==> config.mk <==
export PLATFORM = sky130hd
export DESIGN_NAME = ordinal_date_pivot_to_calendar
export DESIGN_NICKNAME = d
export VERILOG_FILES = /design/src/hw/rtl/odpc_pkg.sv /design/src/hw/rtl/ordinal_date_pivot_to_calendar.sv /design/src/hw/rtl/odpc_convert.sv
export SDC_FILE = /design/constraint.sdc
export NUM_CORES = 1
export LEC_CHECK = 0
export BUFFER_PORTS_ARGS = -buffer_cell sky130_fd_sc_hd__buf_2
export CAP_MARGIN = 5
export CORE_MARGIN = 2
export CORE_UTILIZATION = 50
export CTS_BUF_LIST = sky130_fd_sc_hd__clkbuf_2
export DETAILED_ROUTE_END_ITERATION = 7
export GPL_TIMING_DRIVEN = 0
export PLACE_DENSITY = 0.76
export SETUP_SLACK_MARGIN = 0.02
export SLEW_MARGIN = 10
export SYNTH_ARGS = -nofsm -noshare
export SYNTH_HDL_FRONTEND = slang
export SYNTH_SLANG_ARGS = --single-unit
==> constraint.sdc <==
create_clock -name clock -period 9.37 [get_ports clock]
set_input_delay 0.4685 -clock clock [delete_from_list [all_inputs] [get_ports clock]]
set_output_delay 0.4685 -clock clock [all_outputs]
set_load 0.01 [all_outputs]
==> src/hw/rtl/odpc_pkg.sv <==
`default_nettype none
// ----------------------------------------------------------------------------
// odpc_pkg
// Types and constants shared by the ordinal date to calendar converter.
// ----------------------------------------------------------------------------
package odpc_pkg;

   localparam int CHAR_W   = 8;
   localparam int PRES_W   = 3;
   localparam int CYEAR_W  = 7;
   localparam int STATUS_W = 2;
   localparam int YEAR_W   = 12;
   localparam int MONTH_W  = 4;
   localparam int DOM_W    = 5;
   localparam int DOY_W    = 10;
   localparam int YY_W     = 9;

   localparam int NUM_MONTHS = 12;

   // Register byte addresses
   localparam int CSR_ADDR_W = 3;
   localparam logic [0:0] REG_CURRENT_YEAR = 1'b0;

   localparam logic [CHAR_W-1:0] CHAR_ZERO = 8'h30;
   localparam logic [CHAR_W-1:0] CHAR_NINE = 8'h39;

   localparam logic [PRES_W-1:0] FULL_CODE_LEN = 3'd4;

   localparam logic [YEAR_W-1:0] CENTURY_19 = 12'd1900;
   localparam logic [YEAR_W-1:0] CENTURY_20 = 12'd2000;
   localparam logic signed [YY_W-1:0] PIVOT_YY = 9'sd70;

   localparam logic [DOY_W-1:0] DAYS_COMMON_YEAR = 10'd365;

   // Last day of year of months January through November, common year
   localparam logic [DOY_W-1:0] MONTH_END [NUM_MONTHS-1] = '{
      10'd31, 10'd59, 10'd90, 10'd120, 10'd151, 10'd181,
      10'd212, 10'd243, 10'd273, 10'd304, 10'd334
   };

   typedef enum logic [STATUS_W-1:0] {
      STATUS_OK     = 2'd0,
      STATUS_FORMAT = 2'd1,
      STATUS_DAY    = 2'd2
   } status_type;

   typedef struct packed {
      status_type                status;
      logic [YEAR_W-1:0]         cal_year;
      logic [MONTH_W-1:0]        month_number;
      logic [DOM_W-1:0]          day_of_month;
   } result_type;

   typedef struct packed {
      logic [PRES_W-1:0] chars_present;
      logic [CHAR_W-1:0] year_digit_char;
      logic [CHAR_W-1:0] day_hundreds_char;
      logic [CHAR_W-1:0] day_tens_char;
      logic [CHAR_W-1:0] day_ones_char;
   } code_type;

endpackage
`default_nettype wire

==> src/hw/rtl/ordinal_date_pivot_to_calendar.sv <==
`default_nettype none
// ----------------------------------------------------------------------------
// ordinal_date_pivot_to_calendar
// Converts a YDDD ordinal code to a calendar date using a decade pivot on
// the configured two-digit current year.
// ----------------------------------------------------------------------------
//  channel  handshake                 payload
//  req      req_valid / req_ready     chars_present, four ASCII code characters
//  rsp      rsp_valid / rsp_ready     status, full_year, month_number, day_of_month
//  csr      APB psel/penable/pwrite   current_year_two_digit at byte address 0
//
//  One transaction per cycle while the response side is not stalled; a code
//  passes the input register, then the result register, with the decode between them.
//  A stalled result holds; the input register still takes a new code while
//  the result register waits, then the input side stalls.
//  Synchronous reset empties both stages and clears the current year to 0.
// ----------------------------------------------------------------------------
module ordinal_date_pivot_to_calendar (
   input  wire  logic                                  clock,
   input  wire  logic                                  reset,

   input  wire  logic                                  req_valid,
   output       logic                                  req_ready,
   input  wire  logic [odpc_pkg::PRES_W-1:0]           req_chars_present,
   input  wire  logic [odpc_pkg::CHAR_W-1:0]           req_year_digit_char,
   input  wire  logic [odpc_pkg::CHAR_W-1:0]           req_day_hundreds_char,
   input  wire  logic [odpc_pkg::CHAR_W-1:0]           req_day_tens_char,
   input  wire  logic [odpc_pkg::CHAR_W-1:0]           req_day_ones_char,

   output       logic                                  rsp_valid,
   input  wire  logic                                  rsp_ready,
   output       logic [odpc_pkg::STATUS_W-1:0]         rsp_status,
   output       logic [odpc_pkg::YEAR_W-1:0]           rsp_full_year,
   output       logic [odpc_pkg::MONTH_W-1:0]          rsp_month_number,
   output       logic [odpc_pkg::DOM_W-1:0]            rsp_day_of_month,

   input  wire  logic                                  psel,
   input  wire  logic                                  penable,
   input  wire  logic                                  pwrite,
   input  wire  logic [odpc_pkg::CSR_ADDR_W-1:0]       paddr,
   input  wire  logic [31:0]                           pwdata,
   output       logic [31:0]                           prdata,
   output       logic                                  pready
);

   logic                              in_valid_ff;
   logic                              in_valid_in;
   odpc_pkg::code_type                code_ff;
   logic                              rsp_valid_ff;
   logic                              rsp_valid_in;
   odpc_pkg::result_type              result_ff;
   odpc_pkg::result_type              result_next;
   logic [odpc_pkg::CYEAR_W-1:0]      cyear_ff;
   logic                              advance;
   logic                              csr_write;

   assign advance     = !rsp_valid_ff || rsp_ready;
   assign req_ready   = !in_valid_ff || advance;
   assign in_valid_in = req_ready ? req_valid : in_valid_ff;
   assign rsp_valid_in = advance ? in_valid_ff : rsp_valid_ff;

   assign csr_write = psel && penable && pwrite &&
                      (paddr[2] == odpc_pkg::REG_CURRENT_YEAR);

   always_ff @(posedge clock) begin
      if (reset) begin
         in_valid_ff  <= 1'b0;
         rsp_valid_ff <= 1'b0;
         cyear_ff     <= '0;
      end else begin
         in_valid_ff  <= in_valid_in;
         rsp_valid_ff <= rsp_valid_in;
         if (csr_write) begin
            cyear_ff <= pwdata[odpc_pkg::CYEAR_W-1:0];
         end
      end
   end

   always_ff @(posedge clock) begin
      if (req_valid && req_ready) begin
         code_ff <= '{req_chars_present, req_year_digit_char, req_day_hundreds_char,
                      req_day_tens_char, req_day_ones_char};
      end
      // advance the decoded code into the result register
      if (advance && in_valid_ff) begin
         result_ff <= result_next;
      end
   end

   odpc_convert u_convert (
      .code         (code_ff),
      .cyear        (cyear_ff),
      .result       (result_next)
   );

   assign rsp_valid        = rsp_valid_ff;
   assign rsp_status       = result_ff.status;
   assign rsp_full_year    = result_ff.cal_year;
   assign rsp_month_number = result_ff.month_number;
   assign rsp_day_of_month = result_ff.day_of_month;

   assign pready = 1'b1;
   assign prdata = (paddr[2] == odpc_pkg::REG_CURRENT_YEAR) ?
                   {{(32 - odpc_pkg::CYEAR_W){1'b0}}, cyear_ff} : 32'd0;

endmodule
`default_nettype wire

==> src/hw/rtl/odpc_convert.sv <==
`default_nettype none
// ----------------------------------------------------------------------------
// odpc_convert
// Decodes one YDDD code against the current year into year, month and day.
// ----------------------------------------------------------------------------
module odpc_convert (
   input  wire odpc_pkg::code_type                  code,
   input  wire logic [odpc_pkg::CYEAR_W-1:0]        cyear,
   output      odpc_pkg::result_type                result
);

   logic                                 format_bad;
   logic [3:0]                           d;
   logic [3:0]                           t;
   logic [3:0]                           q;
   logic [13:0]                          prod;
   logic signed [odpc_pkg::YY_W-1:0]     c_s;
   logic signed [odpc_pkg::YY_W-1:0]     d_s;
   logic signed [odpc_pkg::YY_W-1:0]     t_s;
   logic signed [odpc_pkg::YY_W-1:0]     yy;
   logic [odpc_pkg::YEAR_W-1:0]          year;
   logic                                 leap;
   logic [odpc_pkg::DOY_W-1:0]           doy;
   logic [odpc_pkg::DOY_W-1:0]           offs;
   logic [odpc_pkg::DOY_W-1:0]           dom;
   logic [odpc_pkg::DOY_W-1:0]           mend;
   logic [odpc_pkg::MONTH_W-1:0]         month;
   logic                                 day_bad;

   function automatic logic is_digit(input logic [odpc_pkg::CHAR_W-1:0] ch);
      return (ch >= odpc_pkg::CHAR_ZERO) && (ch <= odpc_pkg::CHAR_NINE);
   endfunction

   always_comb begin
      format_bad = (code.chars_present < odpc_pkg::FULL_CODE_LEN) ||
                   !is_digit(code.year_digit_char) ||
                   !is_digit(code.day_hundreds_char) ||
                   !is_digit(code.day_tens_char) ||
                   !is_digit(code.day_ones_char);

      d = code.year_digit_char[3:0];

      // current year mod 10 by reciprocal multiply, exact for every 7-bit current year
      prod = 14'({7'd0, cyear} * 14'd103);
      q    = prod[13:10];
      t    = 4'(cyear - 7'({3'd0, q} * 7'd10));

      c_s = signed'({2'b00, cyear});
      d_s = signed'({5'd0, d});
      t_s = signed'({5'd0, t});

      priority if (d == t) begin
         yy = c_s;
      end else if (d == 4'd0 && t == 4'd9) begin
         yy = c_s + 9'sd1;
      end else if (d == 4'd9 && t == 4'd0) begin
         yy = c_s - 9'sd1;
      end else if (d < t) begin
         yy = c_s - t_s + d_s;
      end else if (d == t + 4'd1) begin
         yy = c_s + 9'sd1;
      end else begin
         yy = c_s - 9'sd10 + d_s - t_s;
      end

      year = ((yy >= odpc_pkg::PIVOT_YY) ? odpc_pkg::CENTURY_19 : odpc_pkg::CENTURY_20) +
             odpc_pkg::YEAR_W'(yy);
      // both century bases are multiples of four and 2000 is the only century
      // year in range, so leap follows yy alone
      leap = (yy[1:0] == 2'b00);

      doy = odpc_pkg::DOY_W'(code.day_hundreds_char[3:0]) * 10'd100 +
            odpc_pkg::DOY_W'(code.day_tens_char[3:0]) * 10'd10 +
            odpc_pkg::DOY_W'(code.day_ones_char[3:0]);

      // find the last month end below the day of year
      month = odpc_pkg::MONTH_W'(1);
      offs  = '0;
      for (int i = 0; i < odpc_pkg::NUM_MONTHS - 1; i++) begin
         mend = odpc_pkg::MONTH_END[i] +
                odpc_pkg::DOY_W'((i >= 1) && leap);
         if (doy > mend) begin
            month = odpc_pkg::MONTH_W'(i + 2);
            offs  = mend;
         end
      end
      dom = doy - offs;

      day_bad = (doy == '0) ||
                (doy > odpc_pkg::DAYS_COMMON_YEAR + odpc_pkg::DOY_W'(leap));

      priority if (format_bad) begin
         result = '{odpc_pkg::STATUS_FORMAT, '0, '0, '0};
      end else if (day_bad) begin
         result = '{odpc_pkg::STATUS_DAY, '0, '0, '0};
      end else begin
         result = '{odpc_pkg::STATUS_OK, year, month, dom[odpc_pkg::DOM_W-1:0]};
      end
   end

endmodule
`default_nettype wire
==> results.py <==
metrics = {
    "run_status": {
        "status": "completed",
    },
    "yosys": {
        "yosys.area.top_type": "edfxtp_1",
        "synth-edff-count": 56,
        "yosysSeqAreaShare": 0.267,
        "syn-cell-area_mm2": 0.00698,
        "ys_seq_elements": 65,
        "synthMostInstantiatedCell": "ha_1",
        "postSynthCellCount": 763,
        "yosys-top-cells-area": "edfxtp_1, ha_1, xnor2_1, fa_1, a21oi_1",
        "async_reset_ff_frac": 0,
        "ys_types": 77,
        "ys_warn_count": 0,
        "synth_top_area_share": 0.241,
        "synth_common_cells": "ha_1, inv_1, nor2_1",
        "synth.avg_cell_area_um2": 9.15,
        "ys.flop_type": "edfxtp_1",
    },
    "finish": {
        "nets": 1126,
        "drive_gt1_frac": 0.289,
        "multi_input_comb_area_mm2": 0.00516,
        "fin_area_mm2": 0.00878,
        "area_growth_pct": 25.8,
        "n_fill_cell": 1175,
        "seqCellArea_mm2": 0.00189,
        "n_antenna_cell": 0,
        "final_util": 0.638,
    },
    "routing": {
        "ant_nets": 0,
        "route.detailed.drc": 0,
        "drt_iter0_markers": 454,
        "wl_per_cell_um": 15.8,
        "viasPerCell": 5.51,
        "firstDrtPassIters": 5,
        "num_vias": 6093,
        "wl_mm": 17.5,
    },
    "timing": {
        "setup_violations": 0,
        "report.final.hold_viol_count": 0,
        "setup_slack_ps": 154,
        "rsz0062_at_grt": "yes",
        "period_needed_ps": 9220,
        "min_period_over_period": 0.984,
        "fmax_mhz": 109,
        "drv_slew": 0,
        "max_slew_margin": 0.192,
        "finClkSkew_ps": 64.9,
        "setup_tns_ps": 0,
        "max_slew.worst_pin.slew_ps": 1200,
    },
    "floorplan": {
        "die_w_um": 122,
        "start_util": 0.507,
        "core_area_mm2": 0.0138,
        "die-area_mm2": 0.0149,
        "ioPinCount": 135,
        "rows": 43,
        "fp.dieH_um": 122,
    },
    "clock_tree": {
        "clk_pin_slew_ps": 210,
        "cts-root-buf": "clkbuf_2",
        "cts_made_buffers": 9,
        "clkSinkCount": 65,
        "htree_levels": 3,
        "clkLatencyLatePin_ps": 570,
        "cts_buffer_depth": 2,
        "cts_tree": "done",
    },
    "setup_path": {
        "crit_path_max_fanout": 7,
        "crit_required_ps": 9650,
        "crit_path_end_kind": "register",
        "critPathMostFrequentCell": "ha_4",
        "worstSetupPathType": "reg -> reg",
        "start_kind": "register",
        "worstPathArrival_ps": 9500,
        "critPathMaxStageDelay_ps": 500,
        "cp_slowest_cell": "fa_1",
    },
    "hold_path": {
        "hold_class": "in -> reg",
    },
    "global_routing": {
        "grt_usage": 0.232,
        "grt_pass1_vias": 5598,
        "grt_max_degree": 34,
        "antenna_found_initial": 0,
        "grt_pass1_wl_mm": 27.3,
        "grt_overflow": 0,
    },
    "power": {
        "p_per_area_mw_per_mm2": 185,
        "p_leak_nw": 4.03,
        "irDropWorstVdd_uv": 141,
    },
    "placed_design": {
        "hpwlAfterDp_mm": 12.8,
        "placed_cell_area_mm2": 0.00771,
        "globalplace.congestion": 0.944,
        "post-place-ws_ps": -1620,
        "io_buffers": 77,
    },
    "flow_run": {
        "maxCapViolCount": 0,
    },
}
[worst max-delay path: cells and delay by family (launching register included)]
kind	cells	cell delay [ps]
compound gates	13	2570
xor+xnor	7	1390
fa+ha+maj	10	3170
buf+inv	7	600
flops	1	420
simple gates	5	830
[through the flow]
stage          power (mW)  std cells  hold slack, ps
2_1_floorplan        1.05        787             478
4_1_cts              1.49       1082            19.8
6_report             1.62       1106            79.6
3_5_place_dp         1.24       1045             516
3_3_place_gp         1.23       1044             510
5_1_grt              1.75       1106            15.5
[sequential cells by signal, indices dropped and copies added, names as in the netlist]
name              cells
code_ff              33
cyear_ff              7
in_valid_ff           1
rsp_day_of_month      5
rsp_full_year        12
rsp_month_number      4
rsp_status            2
rsp_valid             1
[path summary, 6_finish.rpt]
kind,endpoint,start,cells after the start,slack (ps)
worst max-delay path,rsp_day_of_month[4],cyear_ff[1],42,150
worst min register to register,rsp_valid,in_valid_ff,2,550
worst min-delay path,code_ff[7],req_day_ones_char[7],1,80
worst max register to register,rsp_day_of_month[4],cyear_ff[1],42,150
[cells in the final DEF, fill, tap and decap left out, types with 7 or more instances in the layout]
cell type	instances
a211oi_1	8
a21o_1	12
a21oi_1	51
a31oi_1	9
buf_2	77
buf_4	72
clkbuf_1	11
clkbuf_2	11
conb_1	26
edfxtp_1	56
fa_1	16
ha_1	92
ha_4	16
inv_1	68
mux2i_1	9
nand2_1	38
nand3_1	18
nor2_1	68
nor2b_1	7
nor3_1	15
o21ai_0	18
o21ai_1	7
o21bai_1	7
xnor2_1	42
xor2_1	16
[final cells by class]
cell class / count / share of cell area
inverters: 80 / 0.0382
multi-input cells: 598 / 0.587
clock inverters: 6 / 0.00769
clock buffers: 10 / 0.00570
flip-flops and latches: 65 / 0.215
plain buffers: 41 / 0.0333
well taps: 180 / 0.0256
repair buffers: 126 / 0.0872
[report_power, final]
group / switching (mW) / internal, mW / total, mW / leakage, nW
logic: 0.645 / 0.464 / 1.11 / 3.35
registers: 0.00901 / 0.327 / 0.336 / 0.611
clock network: 0.114 / 0.0635 / 0.178 / 0.0685
[metal layers]
layer | global-route usage | vias to the layer above | share of wire
li1 | - | 2974 | -
met1 | 0.315 | 2835 | 0.44
met2 | 0.383 | 252 | 0.47
met3 | 0.0478 | 32 | 0.076
met4 | 0.0510 | 0 | 0.015
met5 | 0 | - | 0
[cell families after synthesis]
logic type	synth area share
fa+ha+maj	0.250
other cells	0.00108
xor+xnor	0.0884
simple gates	0.136
mux	0.0145
buf+inv	0.0814
compound gates	0.162
flops	0.267
[repair_timing]
action / CTS / global route
setup endpoints to repair: 22 / 15
resized for setup: 58 / 62
setup buffers: 23 / 23
hold buffers: 0 / 2
pin swaps: 13 / 48
hold endpoints to repair: 0 / 2
Power figures use the tool's default switching activity.
